<file path="config.mk">
export PLATFORM = sky130hd
export DESIGN_NAME = hunk_relocation_patcher_unit
export DESIGN_NICKNAME = d
export VERILOG_FILES = /design/src/hdl/hrp_pkg.sv /design/src/hdl/hunk_relocation_patcher_unit.sv
export VERILOG_INCLUDE_DIRS = /design/src /design/src/hdl
export SDC_FILE = /design/constraint.sdc
export NUM_CORES = 1
export LEC_CHECK = 0
export ABC_AREA = 1
export ABC_CLOCK_PERIOD_IN_PS = 18540
export BUFFER_PORTS_ARGS = -buffer_cell sky130_fd_sc_hd__buf_2
export CORE_MARGIN = 5
export CORE_UTILIZATION = 40
export CTS_CLUSTER_DIAMETER = 60
export CTS_CLUSTER_SIZE = 14
export DETAILED_ROUTE_END_ITERATION = 8
export PLACE_DENSITY = 0.55
export SLEW_MARGIN = 15
export SYNTH_ARGS = -nofsm -noshare
export SYNTH_HDL_FRONTEND = slang
export SYNTH_SLANG_ARGS = --single-unit
</file>
<file path="constraint.sdc">
create_clock -name clk -period 18.54 [get_ports clk]
set_clock_uncertainty 0.15 [all_clocks]
set_input_delay 2.781 -clock clk [delete_from_list [all_inputs] [get_ports clk]]
set_output_delay 2.781 -clock clk [all_outputs]
set_load 0.05 [all_outputs]
</file>
<file path="src/hdl/hunk_relocation_patcher_unit_macros.svh">
// Assertion macros shared by the relocation patcher RTL.
`ifndef HUNK_RELOCATION_PATCHER_UNIT_MACROS_SVH
`define HUNK_RELOCATION_PATCHER_UNIT_MACROS_SVH

// Same-cycle implication, checked on every rising edge outside reset.
`define HRP_ASSERT_NOW(label, ante, cons, msg) \
	label: assert property (@(posedge clk) disable iff (!arst_n) (ante) |-> (cons)) \
		else $error(msg);

// Next-cycle implication, checked on every rising edge outside reset.
`define HRP_ASSERT_NEXT(label, ante, cons, msg) \
	label: assert property (@(posedge clk) disable iff (!arst_n) (ante) |=> (cons)) \
		else $error(msg);

`endif

</file>
<file path="src/hdl/hrp_pkg.sv">
`default_nettype none

package hrp_pkg;

	// Width of the exact, unwrapped fixup sum.
	localparam int ExactW = 34;
	localparam int OffW   = 24;

	typedef enum logic [3:0] {
		KIND_ABS32_N   = 4'd0,
		KIND_ABS16U_N  = 4'd1,
		KIND_REL32_N   = 4'd2,
		KIND_REL16_N   = 4'd3,
		KIND_ABS32_S   = 4'd4,
		KIND_ABS16_S   = 4'd5,
		KIND_PCREL16_S = 4'd6,
		KIND_HR16_N    = 4'd7,
		KIND_HR16_S    = 4'd8,
		KIND_HR32_N    = 4'd9,
		KIND_HR32_S    = 4'd10
	} kind_t;

	// How the final sum is written back into the field.
	typedef enum logic [1:0] {
		OUT_NAT32,
		OUT_SWP32,
		OUT_NAT16,
		OUT_SWP16
	} out_mode_t;

	// Which range check applies to the exact sum.
	typedef enum logic [1:0] {
		CHK_NONE,
		CHK_UNS16,
		CHK_SGN16
	} chk_t;

	typedef struct packed {
		out_mode_t mode;
		chk_t      chk;
	} ctl_t;

	function automatic logic [15:0] swap16(input logic [15:0] v);
		return {v[7:0], v[15:8]};
	endfunction

	function automatic logic [31:0] swap32(input logic [31:0] v);
		return {v[7:0], v[15:8], v[23:16], v[31:24]};
	endfunction

endpackage

`default_nettype wire

</file>
<file path="src/hdl/hunk_relocation_patcher_unit.sv">
`default_nettype none

// Relocation fixup pipeline: each input transaction carries one relocation (kind in tuser,
// stored field, target address, hunk base and field offset in tdata) and yields exactly one
// output transaction with the patched field in its stored byte layout plus a range-error
// flag for the checked 16-bit kinds. The block accepts one transaction per clock unless the
// output stalls, and it has three register stages from input acceptance to output valid:
// operand decode and byte swap, the two partial sums, and the final subtraction with
// range check and write-back swap. The whole pipeline advances together; it freezes only
// while the output register holds a result that the consumer has not taken, so results stay
// in order and nothing is dropped or repeated. Unknown kinds pass the stored field through
// unchanged with no error.
module hunk_relocation_patcher_unit (
	input  wire logic         clk,
	input  wire logic         arst_n,

	input  wire logic         s_axis_tvalid,
	output logic              s_axis_tready,
	// stored_value[31:0], target_address[63:32], hunk_base[95:64], field_offset[119:96]
	input  wire logic [119:0] s_axis_tdata,
	// func[3:0]
	input  wire logic [3:0]   s_axis_tuser,

	output logic              m_axis_tvalid,
	input  wire logic         m_axis_tready,
	// patched_value[31:0], range_error[32], zero fill [39:33]
	output logic [39:0]       m_axis_tdata
);

	// Pipeline advance: every stage moves when the output register is free or being drained.
	logic ce;
	assign ce            = !m_axis_tvalid || m_axis_tready;
	assign s_axis_tready = ce;

	// ---------------------------------------------------------------- stage 1 decode
	logic [31:0]                     in_sv;
	logic [31:0]                     in_tgt;
	logic [31:0]                     in_base;
	logic [hrp_pkg::OffW-1:0]        in_off;
	logic [15:0]                     in_lo;
	logic [15:0]                     in_lo_sw;
	logic signed [hrp_pkg::ExactW-1:0] a_d;
	logic                            use_tgt_d;
	logic                            use_base_d;
	logic                            use_off_d;
	hrp_pkg::ctl_t                   ctl_d;

	assign in_sv    = s_axis_tdata[31:0];
	assign in_tgt   = s_axis_tdata[63:32];
	assign in_base  = s_axis_tdata[95:64];
	assign in_off   = s_axis_tdata[119:96];
	assign in_lo    = in_sv[15:0];
	assign in_lo_sw = hrp_pkg::swap16(in_lo);

	always_comb begin
		a_d        = $signed({{(hrp_pkg::ExactW-32){1'b0}}, in_sv});
		use_tgt_d  = 1'b1;
		use_base_d = 1'b0;
		use_off_d  = 1'b0;
		ctl_d.mode = hrp_pkg::OUT_NAT32;
		ctl_d.chk  = hrp_pkg::CHK_NONE;
		unique case (s_axis_tuser)
			hrp_pkg::KIND_ABS32_N, hrp_pkg::KIND_HR32_N: begin
			end
			hrp_pkg::KIND_ABS16U_N: begin
				a_d        = $signed({{(hrp_pkg::ExactW-16){1'b0}}, in_lo});
				ctl_d.mode = hrp_pkg::OUT_NAT16;
				ctl_d.chk  = hrp_pkg::CHK_UNS16;
			end
			hrp_pkg::KIND_REL32_N: begin
				use_base_d = 1'b1;
			end
			hrp_pkg::KIND_REL16_N: begin
				a_d        = $signed({{(hrp_pkg::ExactW-16){in_lo[15]}}, in_lo});
				use_base_d = 1'b1;
				ctl_d.mode = hrp_pkg::OUT_NAT16;
				ctl_d.chk  = hrp_pkg::CHK_SGN16;
			end
			hrp_pkg::KIND_ABS32_S, hrp_pkg::KIND_HR32_S: begin
				a_d        = $signed({{(hrp_pkg::ExactW-32){1'b0}}, hrp_pkg::swap32(in_sv)});
				ctl_d.mode = hrp_pkg::OUT_SWP32;
			end
			hrp_pkg::KIND_ABS16_S: begin
				a_d        = $signed({{(hrp_pkg::ExactW-16){in_lo_sw[15]}}, in_lo_sw});
				ctl_d.mode = hrp_pkg::OUT_SWP16;
				ctl_d.chk  = hrp_pkg::CHK_SGN16;
			end
			hrp_pkg::KIND_PCREL16_S: begin
				a_d        = $signed({{(hrp_pkg::ExactW-16){in_lo_sw[15]}}, in_lo_sw});
				use_base_d = 1'b1;
				use_off_d  = 1'b1;
				ctl_d.mode = hrp_pkg::OUT_SWP16;
				ctl_d.chk  = hrp_pkg::CHK_SGN16;
			end
			hrp_pkg::KIND_HR16_N: begin
				a_d        = $signed({{(hrp_pkg::ExactW-16){1'b0}}, in_lo});
				ctl_d.mode = hrp_pkg::OUT_NAT16;
			end
			hrp_pkg::KIND_HR16_S: begin
				a_d        = $signed({{(hrp_pkg::ExactW-16){1'b0}}, in_lo_sw});
				ctl_d.mode = hrp_pkg::OUT_SWP16;
			end
			default: begin
				// Unknown kind: the field passes through untouched.
				use_tgt_d = 1'b0;
			end
		endcase
	end

	logic                              valid_s1;
	logic signed [hrp_pkg::ExactW-1:0] a_s1;
	logic signed [hrp_pkg::ExactW-1:0] tgt_s1;
	logic signed [hrp_pkg::ExactW-1:0] base_s1;
	logic [hrp_pkg::OffW-1:0]          off_s1;
	hrp_pkg::ctl_t                     ctl_s1;

	always_ff @(posedge clk or negedge arst_n) begin
		if (!arst_n) begin
			valid_s1 <= 1'b0;
		end else if (ce) begin
			valid_s1 <= s_axis_tvalid;
		end
	end

	always_ff @(posedge clk) begin
		if (ce) begin
			a_s1    <= a_d;
			tgt_s1  <= use_tgt_d ?
				$signed({{(hrp_pkg::ExactW-32){in_tgt[31]}}, in_tgt}) : '0;
			base_s1 <= use_base_d ?
				$signed({{(hrp_pkg::ExactW-32){in_base[31]}}, in_base}) : '0;
			off_s1  <= use_off_d ? in_off : '0;
			ctl_s1  <= ctl_d;
		end
	end

	// ---------------------------------------------------------------- stage 2 partial sums
	logic                              valid_s2;
	logic signed [hrp_pkg::ExactW-1:0] sum_s2;
	logic signed [hrp_pkg::ExactW-1:0] sub_s2;
	hrp_pkg::ctl_t                     ctl_s2;

	always_ff @(posedge clk or negedge arst_n) begin
		if (!arst_n) begin
			valid_s2 <= 1'b0;
		end else if (ce) begin
			valid_s2 <= valid_s1;
		end
	end

	always_ff @(posedge clk) begin
		if (ce) begin
			sum_s2 <= a_s1 + tgt_s1;
			sub_s2 <= base_s1 +
				$signed({{(hrp_pkg::ExactW-hrp_pkg::OffW){1'b0}}, off_s1});
			ctl_s2 <= ctl_s1;
		end
	end

	// ---------------------------------------------------------------- stage 3 check and write-back
	logic signed [hrp_pkg::ExactW-1:0] exact;
	logic [31:0]                       patched;
	logic                              err;
	logic                              sgn_fits;

	assign exact    = sum_s2 - sub_s2;
	// A signed 16-bit result fits when all bits from 15 upward agree.
	assign sgn_fits = (&exact[hrp_pkg::ExactW-1:15]) || !(|exact[hrp_pkg::ExactW-1:15]);

	always_comb begin
		unique case (ctl_s2.mode)
			hrp_pkg::OUT_NAT32: patched = exact[31:0];
			hrp_pkg::OUT_SWP32: patched = hrp_pkg::swap32(exact[31:0]);
			hrp_pkg::OUT_NAT16: patched = {16'h0000, exact[15:0]};
			hrp_pkg::OUT_SWP16: patched = {16'h0000, hrp_pkg::swap16(exact[15:0])};
			default:            patched = exact[31:0];
		endcase
		unique case (ctl_s2.chk)
			hrp_pkg::CHK_UNS16: err = exact[hrp_pkg::ExactW-1] || (|exact[hrp_pkg::ExactW-2:16]);
			hrp_pkg::CHK_SGN16: err = !sgn_fits;
			default:            err = 1'b0;
		endcase
	end

	always_ff @(posedge clk or negedge arst_n) begin
		if (!arst_n) begin
			m_axis_tvalid <= 1'b0;
		end else if (ce) begin
			m_axis_tvalid <= valid_s2;
		end
	end

	always_ff @(posedge clk) begin
		if (ce) begin
			m_axis_tdata <= {7'd0, err, patched};
		end
	end

	// ---------------------------------------------------------------- assertions
	`include "hunk_relocation_patcher_unit_macros.svh"

	`HRP_ASSERT_NEXT(a_accept_enters, s_axis_tvalid && s_axis_tready, valid_s1, "accepted transaction did not enter stage 1")
	`HRP_ASSERT_NEXT(a_s2_reaches_out, valid_s2 && ce, m_axis_tvalid, "stage 2 result did not reach the output register")
	`HRP_ASSERT_NEXT(a_unchecked_no_err, valid_s2 && ce && ctl_s2.chk == hrp_pkg::CHK_NONE, !m_axis_tdata[32], "range error raised for an unchecked kind")

endmodule

`default_nettype wire
</file>
== Word level (Yosys, flattened, before mapping) ==
Cells that the tools add are included.

* Bits in latches: 0
* Flip-flop bits (word level): 234
* Memories: 0
* Word-level logic and storage cells: 59
* Input bits: 128
* Memory bits (writable): 0
* Output and inout port bits: 42
* Bits in read-only memories: 0

* Reduce and logical (&&, ||, !) cells: 19
* Bitwise operators: 0
* Add/sub/neg operators: 3
* Muxes and demuxes: 8
* $lt $le $gt $ge: 0
* $mul: 0
* Eq/ne operators: 15
* Shift operators: 0
* Divide/modulo/power cells: 0

{| class="wikitable"
|+ Operators with widths
! operator !! number
|-
| $pmux 34 s5 || 1
|-
| $pmux 32 s4 || 1
|-
| $add 34x32->34 || 1
|-
| $sub 34x34->34 || 1
|-
| $add 32x25->33 || 1
|-
| $reduce_and 19->1 || 1
|-
| $reduce_or 19->1 || 1
|-
| $reduce_or 17->1 || 1
|-
| $eq 4x3->1 const B || 4
|-
| $eq 4x4->1 const B || 3
|-
| $reduce_or 3->1 || 4
|-
| $reduce_or 11->1 || 1
|-
| $eq 4x2->1 const B || 2
|-
| $eq 2x2->1 const B || 3
|-
| $pmux 2 s3 || 1
|-
| $reduce_or 2->1 || 3
|-
| $eq 2x1->1 const B || 2
|-
| $eq 4x1->1 const B || 1
|-
| $logic_not 4->1 || 1
|-
| $pmux 2 s2 || 1
|-
| $logic_not 1->1 || 3
|-
| $logic_or 1x1->1 || 3
|-
| $mux 1 || 3
|-
| $logic_not 2->1 || 1
|-
| $pmux 1 s2 || 1
|}

== Logic depth before layout (Yosys ltp) ==
Gate-level depths: netlist of the first run.

* Depth after elaboration: 6
* Depth in mapped cells: 20
* Mapped depth without buffers: 20

== Worst setup path after synthesis of the first run ==
No wires, ideal clock.

* Kind: input to output
* Start point: input port m_axis_tready
* End point: output port s_axis_tready
* Cell stages on the path: 2
* Path buffers: 0
* Data required time: 15.609 ns
* Setup slack: 7.611 ns
* Arrival: 7.998 ns
* Cells stage by stage: inv_1 -> nand2_1

* Longest elaborated chain between the ends: 1

{| class="wikitable"
|+ RTL lines
! item !! RTL line !! text
|-
| from (decl) || hunk_relocation_patcher_unit.sv:25 || <nowiki>input wire logic m_axis_tready,</nowiki>
|-
| $logic_or 1x1->1 || hunk_relocation_patcher_unit.sv:32 || <nowiki>assign ce = !m_axis_tvalid || m_axis_tready;</nowiki>
|-
| to (decl) || hunk_relocation_patcher_unit.sv:18 || <nowiki>output logic s_axis_tready,</nowiki>
|}

No other way between the ends.

== Final worst setup path of the first run ==
Ends and elaborated chain as after synthesis.

==> impl_metrics.json, run 1 <==
{
  "grt_max_degree": 81,
  "dr.pass1.iters": 5,
  "wirelength_um": 40700,
  "hp-start": "ctl_s1[1]",
  "setup_ws_ns": 12.23,
  "grt_pass1_wl_um": 64000,
  "syn_area_mm2": 0.0152,
  "clock_latency_ns": 0.54,
  "wl_per_cell_um": 16.0,
  "power.density_mw_per_mm2": 180,
  "diodes": 0,
  "core-area_mm2": 0.0377,
  "crit_fanout": 16,
  "max_slew_margin": 0.286,
  "slew_viol_final": 0,
  "dp_hpwl_um": 33600,
  "grtUsageTotal": 0.191,
  "seq_area_mm2": 0.00695,
  "clockRootBuffer": "clkbuf_16",
  "post_cts_buffers": 0,
  "async_reset_ff_frac": 0.0129,
  "die_area_mm2": 0.0421,
  "p_leak_nw": 8.56,
  "nets": 2242,
  "synthCells": 1845,
  "path_buf_inv": 3,
  "io_buffers": 162,
  "syn_avg_cell_area_um2": 8.26,
  "synth.distinct_cells": 51,
  "critPathKind": "input port to primary output",
  "crit_top_cell": "buf_2",
  "rows": 71,
  "ios": 170,
  "endpoint_kind": "primary output",
  "synth-seq-cells": 232,
  "yosysWarningCount": 0,
  "fin_setup_tns_ns": 0,
  "synthFlopType": "edfxtp_1",
  "multi_input_area_mm2": 0.00681,
  "antenna_found_initial": 0,
  "arrival_ns": 3.37,
  "start_util": 0.405,
  "clk_path_buf_depth": 3,
  "fin_crit_sh": 0.340,
  "viasPerCell": 4.84,
  "worstReg2RegStart": "sum_s2[0]",
  "peakVddDrop_v": 0.0000777,
  "clock.fmax_mhz": 159,
  "postRouteAntennaNets": 0,
  "syn_to_final_growth_pct": 14.3,
  "post-route-util": 0.463,
  "grt_pass1_vias": 12000,
  "worstSetupStartpointType": "input port",
  "post_cts_resized": 0,
  "grt_setup_unrepaired": "false",
  "hp-class": "flop to flop",
  "pre_cts_ws_ns": 12.22,
  "drv_cap": 0,
  "clkSlewWorstSetupHoldPaths_ns": 0.06,
  "finalSetupViolCount": 0,
  "crit_start": "m_axis_tready",
  "max_stage_delay_ns": 0.30,
  "ctsHoldBuffers": 0,
  "gp_congestion": 0.926,
  "dr_total_vias": 12300,
  "htreeDepth": 1,
  "cts_sinks": 232,
  "slowest_stage": "buf_2",
  "dieHeight_um": 205,
  "cts_tree": "built",
  "nFillCells": 3832,
  "drc": 0,
  "path_cells": "buf_2 -> inv_1 -> nand2_4 -> buf_2",
  "tightestPinTransition_ns": 1.07,
  "period_needed_ns": 6.31,
  "crit_required_ns": 15.61,
  "drive_gt1_frac": 0.141,
  "status": "finished clean",
  "synth-edff-count": 229,
  "seq_area_frac_synth": 0.456,
  "critical-path-top-delay-family": "buffers and inverters",
  "die_w_um": 205,
  "grt.overflow.total": 0,
  "drt-initial-drc-count": 695,
  "cts_buffers": 25,
  "hold_viol": 0
}
## sequential cells by signal, summed over array words and instances, names as in the netlist
signal,count
a_s1,33
base_s1,32
ctl_s1,4
ctl_s2,4
m_axis_tdata,33
m_axis_tvalid,1
off_s1,24
sub_s2,33
sum_s2,34
tgt_s1,32
valid_s1,1
valid_s2,1
## worst reg2reg max path: cells and delay by family (launching register included)
family	cells	cell delay, ns
adders and majority gates	2	0.59
and+or+nand+nor	13	1.61
buffers and inverters	2	0.16
DFF	1	0.39
AOI/OAI and AO/OA	1	0.06
## synthesized netlist by cell type, drive strengths merged (12+ instances only)
| cell | number | area [µm²] |
|---|---|---|
| nand4 | 15 | 93.8 |
| o22ai | 16 | 100 |
| nand2 | 480 | 1860 |
| o21ai | 46 | 272 |
| a21oi | 95 | 490 |
| nor3 | 12 | 70.1 |
| ha | 93 | 1160 |
| xnor2 | 22 | 193 |
| xor2 | 53 | 464 |
| nand3 | 65 | 360 |
| inv | 364 | 1370 |
| nor2 | 223 | 897 |
| o211ai | 19 | 148 |
| edfxtp | 229 | 6880 |
| o221ai | 29 | 254 |
| clkbuf | 18 | 67.6 |
## worst paths after layout
check / endpoint / slack, ns / cells after the start
max: s_axis_tready / 12.23 / 4
max reg2reg: m_axis_tdata[32] / 15.33 / 18
min: ctl_s2[1] / 0.27 / 0
max in group asynchronous: valid_s2 / 16.26 / 1
min reg2reg: ctl_s2[1] / 0.27 / 0
min in group asynchronous: m_axis_tvalid / 1.88 / 1
## final cells by class
type	count	area share
sequential	232	0.399
clock inverter	16	0.00912
tap	511	0.0367
inverter	367	0.0791
multi-input combinational	1225	0.391
clock buffer	28	0.0365
timing repair buffer	167	0.0487
## kinds of logic (layout without fill, tap and decap cells)
family / Yosys count / count (layout) / synth area share
adder cells (fa/ha/maj): 96 / 96 / 0.0803
XOR/XNOR: 75 / 75 / 0.0431
buffers and inverters: 394 / 578 / 0.0991
multiplexers: 1 / 1 / 0.000739
other: 1 / 7 / 0.000246
flip-flops: 232 / 232 / 0.456
AO/OA/AOI/OAI: 238 / 238 / 0.0989
AND/OR/NAND/NOR: 808 / 808 / 0.221
## metal layers
metal / share of wire / wire, µm / vias up / global-route usage
li1: - / - / 6341 / -
met4: 0.020 / 826 / 0 / 0.0445
met1: 0.46 / 18800 / 5654 / 0.268
met5: 0 / 0 / - / 0
met2: 0.48 / 19400 / 270 / 0.320
met3: 0.041 / 1660 / 46 / 0.0200
## report_power, final
| group | internal (W) | switching (W) |
|---|---|---|
| sequential | 0.000812 | 0.0000733 |
| clock | 0.000279 | 0.000213 |
| combinational | 0.000517 | 0.00124 |
## cells in the final DEF, fill, tap and decap left out, drive strengths merged, types with 3 or more instances in the layout
cell	instances
nand2	480
inv	369
edfxtp	229
nor2	223
buf	167
a21oi	95
ha	93
nand3	65
xor2	53
o21ai	46
o221ai	29
clkbuf	28
xnor2	22
o211ai	19
o22ai	16
nand4	15
nor3	12
a31oi	10
clkinv	10
conb	7
o21a	6
and2	5
nand3b	5
a21boi	4
o31ai	3
o21bai	3
fa	3
dfrtp	3
## per-stage QoR
stage                     instance area (µm²)  total power (W)  hold slack [ns]  cells
after detailed placement                16600          0.00266            0.256   2502
after floorplan                         15300          0.00216            0.250   1851
final                                   17400          0.00314            0.268   2546
after global routing                    17400          0.00338            0.295   2546
after CTS                               17400          0.00316            0.271   2546
after global placement                  16600          0.00265            0.252   2502
Note: power is estimated with default switching activity, not from simulation.
==> inputs of run 2 (changes only) <==
--- a/config.mk
+++ b/config.mk
@@ -7,7 +7,7 @@
 export NUM_CORES = 1
 export LEC_CHECK = 0
 export ABC_AREA = 1
-export ABC_CLOCK_PERIOD_IN_PS = 18540
+export ABC_CLOCK_PERIOD_IN_PS = 6300
 export BUFFER_PORTS_ARGS = -buffer_cell sky130_fd_sc_hd__buf_2
 export CORE_MARGIN = 5
 export CORE_UTILIZATION = 40
==> constraint.sdc (replaced) <==
create_clock -name clk -period 6.3 [get_ports clk]
set_clock_uncertainty 0.15 [all_clocks]
set_input_delay 0.945 -clock clk [delete_from_list [all_inputs] [get_ports clk]]
set_output_delay 0.945 -clock clk [all_outputs]
set_load 0.05 [all_outputs]
==> impl_metrics.json, run 2 (synthesized netlist as in run 1, its figures left out) <==
{
  "status": "finished clean",
  "max_slew_margin": 0.277,
  "fin_crit_sh": 0.496,
  "r2r_slack_ns": 3.17,
  "worstSetupStartpointType": "flop",
  "dp_hpwl_um": 33700,
  "wirelength_um": 40800,
  "ios": 170,
  "post_cts_buffers": 0,
  "clock_latency_ns": 0.54,
  "cts_buffers": 25,
  "finalSetupViolCount": 0,
  "die_w_um": 205,
  "reg2regPathDepth": 18,
  "drt-initial-drc-count": 713,
  "drv_cap": 0,
  "wl_per_cell_um": 16.0,
  "viasPerCell": 4.86,
  "route.met3.wl_um": 1870,
  "clockRootBuffer": "clkbuf_16",
  "largest_reg_flops": 34,
  "io_buffers": 162,
  "dieHeight_um": 205,
  "period_needed_ns": 3.13,
  "grt_pass1_vias": 12000,
  "worstReg2RegStart": "sum_s2[0]",
  "fin_setup_tns_ns": 0,
  "dp.cells": 2501,
  "power.density_mw_per_mm2": 530,
  "top_layer": "met5",
  "tightestPinTransition_ns": 1.08,
  "max_stage_delay_ns": 0.45,
  "final_cell_mix": "nand2_1, inv_1, edfxtp_1, nor2_1, buf_2",
  "grt_setup_unrepaired": "false",
  "grt_pass1_wl_um": 63800,
  "hp-class": "input port to async pin",
  "grt_max_degree": 88,
  "gp_congestion": 0.926,
  "grt.overflow.total": 0,
  "postRouteAntennaNets": 0,
  "placed_cell_area_mm2": 0.0166,
  "clkSlewWorstSetupHoldPaths_ns": 0.06,
  "drive_gt1_frac": 0.139,
  "layout_commonest_cell": "nand2_1",
  "crit_fanout": 4,
  "ctsHoldBuffers": 0,
  "clock.fmax_mhz": 320,
  "diodes": 0,
  "dr.pass1.iters": 5,
  "clk_path_buf_depth": 3,
  "grtUsageTotal": 0.191,
  "m1WireLength_um": 18800,
  "slowest_stage": "fa_1",
  "drc": 0,
  "rows": 71,
  "dr_total_vias": 12300,
  "cts_sinks": 232,
  "hold_viol": 0,
  "post_cts_resized": 0,
  "post-route-util": 0.463,
  "htreeDepth": 1,
  "stdcell_area_mm2": 0.0174,
  "start_util": 0.405,
  "p_leak_nw": 8.55,
  "core-area_mm2": 0.0377,
  "critPathKind": "flop to flop",
  "endpoint_kind": "flop",
  "final_cell_count_no_fill": 2541,
  "worst_r2r_endpoint": "m_axis_tdata[32]",
  "slew_viol_final": 0,
  "crit_required_ns": 6.44,
  "peakVddDrop_v": 0.000246,
  "cts_tree": "built",
  "antenna_found_initial": 1,
  "syn_to_final_growth_pct": 14.3,
  "arrival_ns": 3.27,
  "path_cells": "inv_1 -> ha_1 -> inv_1 -> fa_1 -> nand3_1 -> nand3_1 -> nand3_1 -> nand3b_1 -> nand2_1 -> nand2_1 -> nand2_1 -> nand2_1 -> nor2_1 -> nand2_1 -> nor2_1 -> nand3_1 -> nand3_1 -> a21oi_1",
  "met2WireLength_um": 18800,
  "nets": 2241,
  "top_register": "sum_s2",
  "die_area_mm2": 0.0421
}
[run 2: cell count changes in the layout (fill, tap and decap cells not counted), sizes merged]
cell,change
clkbuf,-1
clkinv,-3
buf,-1
[run 2: worst max-delay path, delay by kind of cell (launching register included)]
family	cells	cell delay, ns
and+or+nand+nor	13	1.53
buffers and inverters	2	0.16
AOI/OAI and AO/OA	1	0.06
DFF	1	0.37
adders and majority gates	2	0.60
[run 2: where the power goes]
group	total, W	internal, W	switching, W
Combinational	0.00520	0.00152	0.00368
Sequential	0.00259	0.00239	0.000205
Clock	0.00144	0.000818	0.000621
Total	0.00924	0.00473	0.00451
[run 2: cell type report]
| cell class | instances | area, µm² |
|---|---|---|
| fillers | 3836 | 20200 |
| flip-flops and latches | 232 | 6950 |
| multi-input cells | 1225 | 6820 |
| inverters | 367 | 1380 |
| repair buffers | 166 | 841 |
| well taps | 511 | 639 |
| clock buffers | 27 | 633 |
| clock inverters | 13 | 158 |
[run 2: through the flow]
step	power [W]	worst slack, ns	hold slack (ns)
3_3_place_gp	0.00780	2.83	0.255
4_1_cts	0.00930	3.19	0.0101
2_1_floorplan	0.00632	1.31	0.250
6_report	0.00924	3.17	0.0435
5_1_grt	0.00999	2.84	0.0144
3_5_place_dp	0.00783	2.75	0.274
[run 2: per-layer routing]
metal | global-route usage | vias up
li1 | - | 6335
met1 | 0.266 | 5635
met2 | 0.311 | 303
met3 | 0.0251 | 63
met4 | 0.0639 | 2
met5 | 0 | -
[run 2: worst max-delay path by stage]
stage                  endpoint  cells after the start            start
6_report       m_axis_tdata[32]                     18        sum_s2[0]
5_1_grt        m_axis_tdata[32]                     18        sum_s2[0]
4_1_cts        m_axis_tdata[32]                     18        sum_s2[0]
3_5_place_dp            a_s1[5]                      8  s_axis_tuser[1]
3_3_place_gp            a_s1[4]                      8  s_axis_tuser[0]
2_1_floorplan     s_axis_tready                      2    m_axis_tready
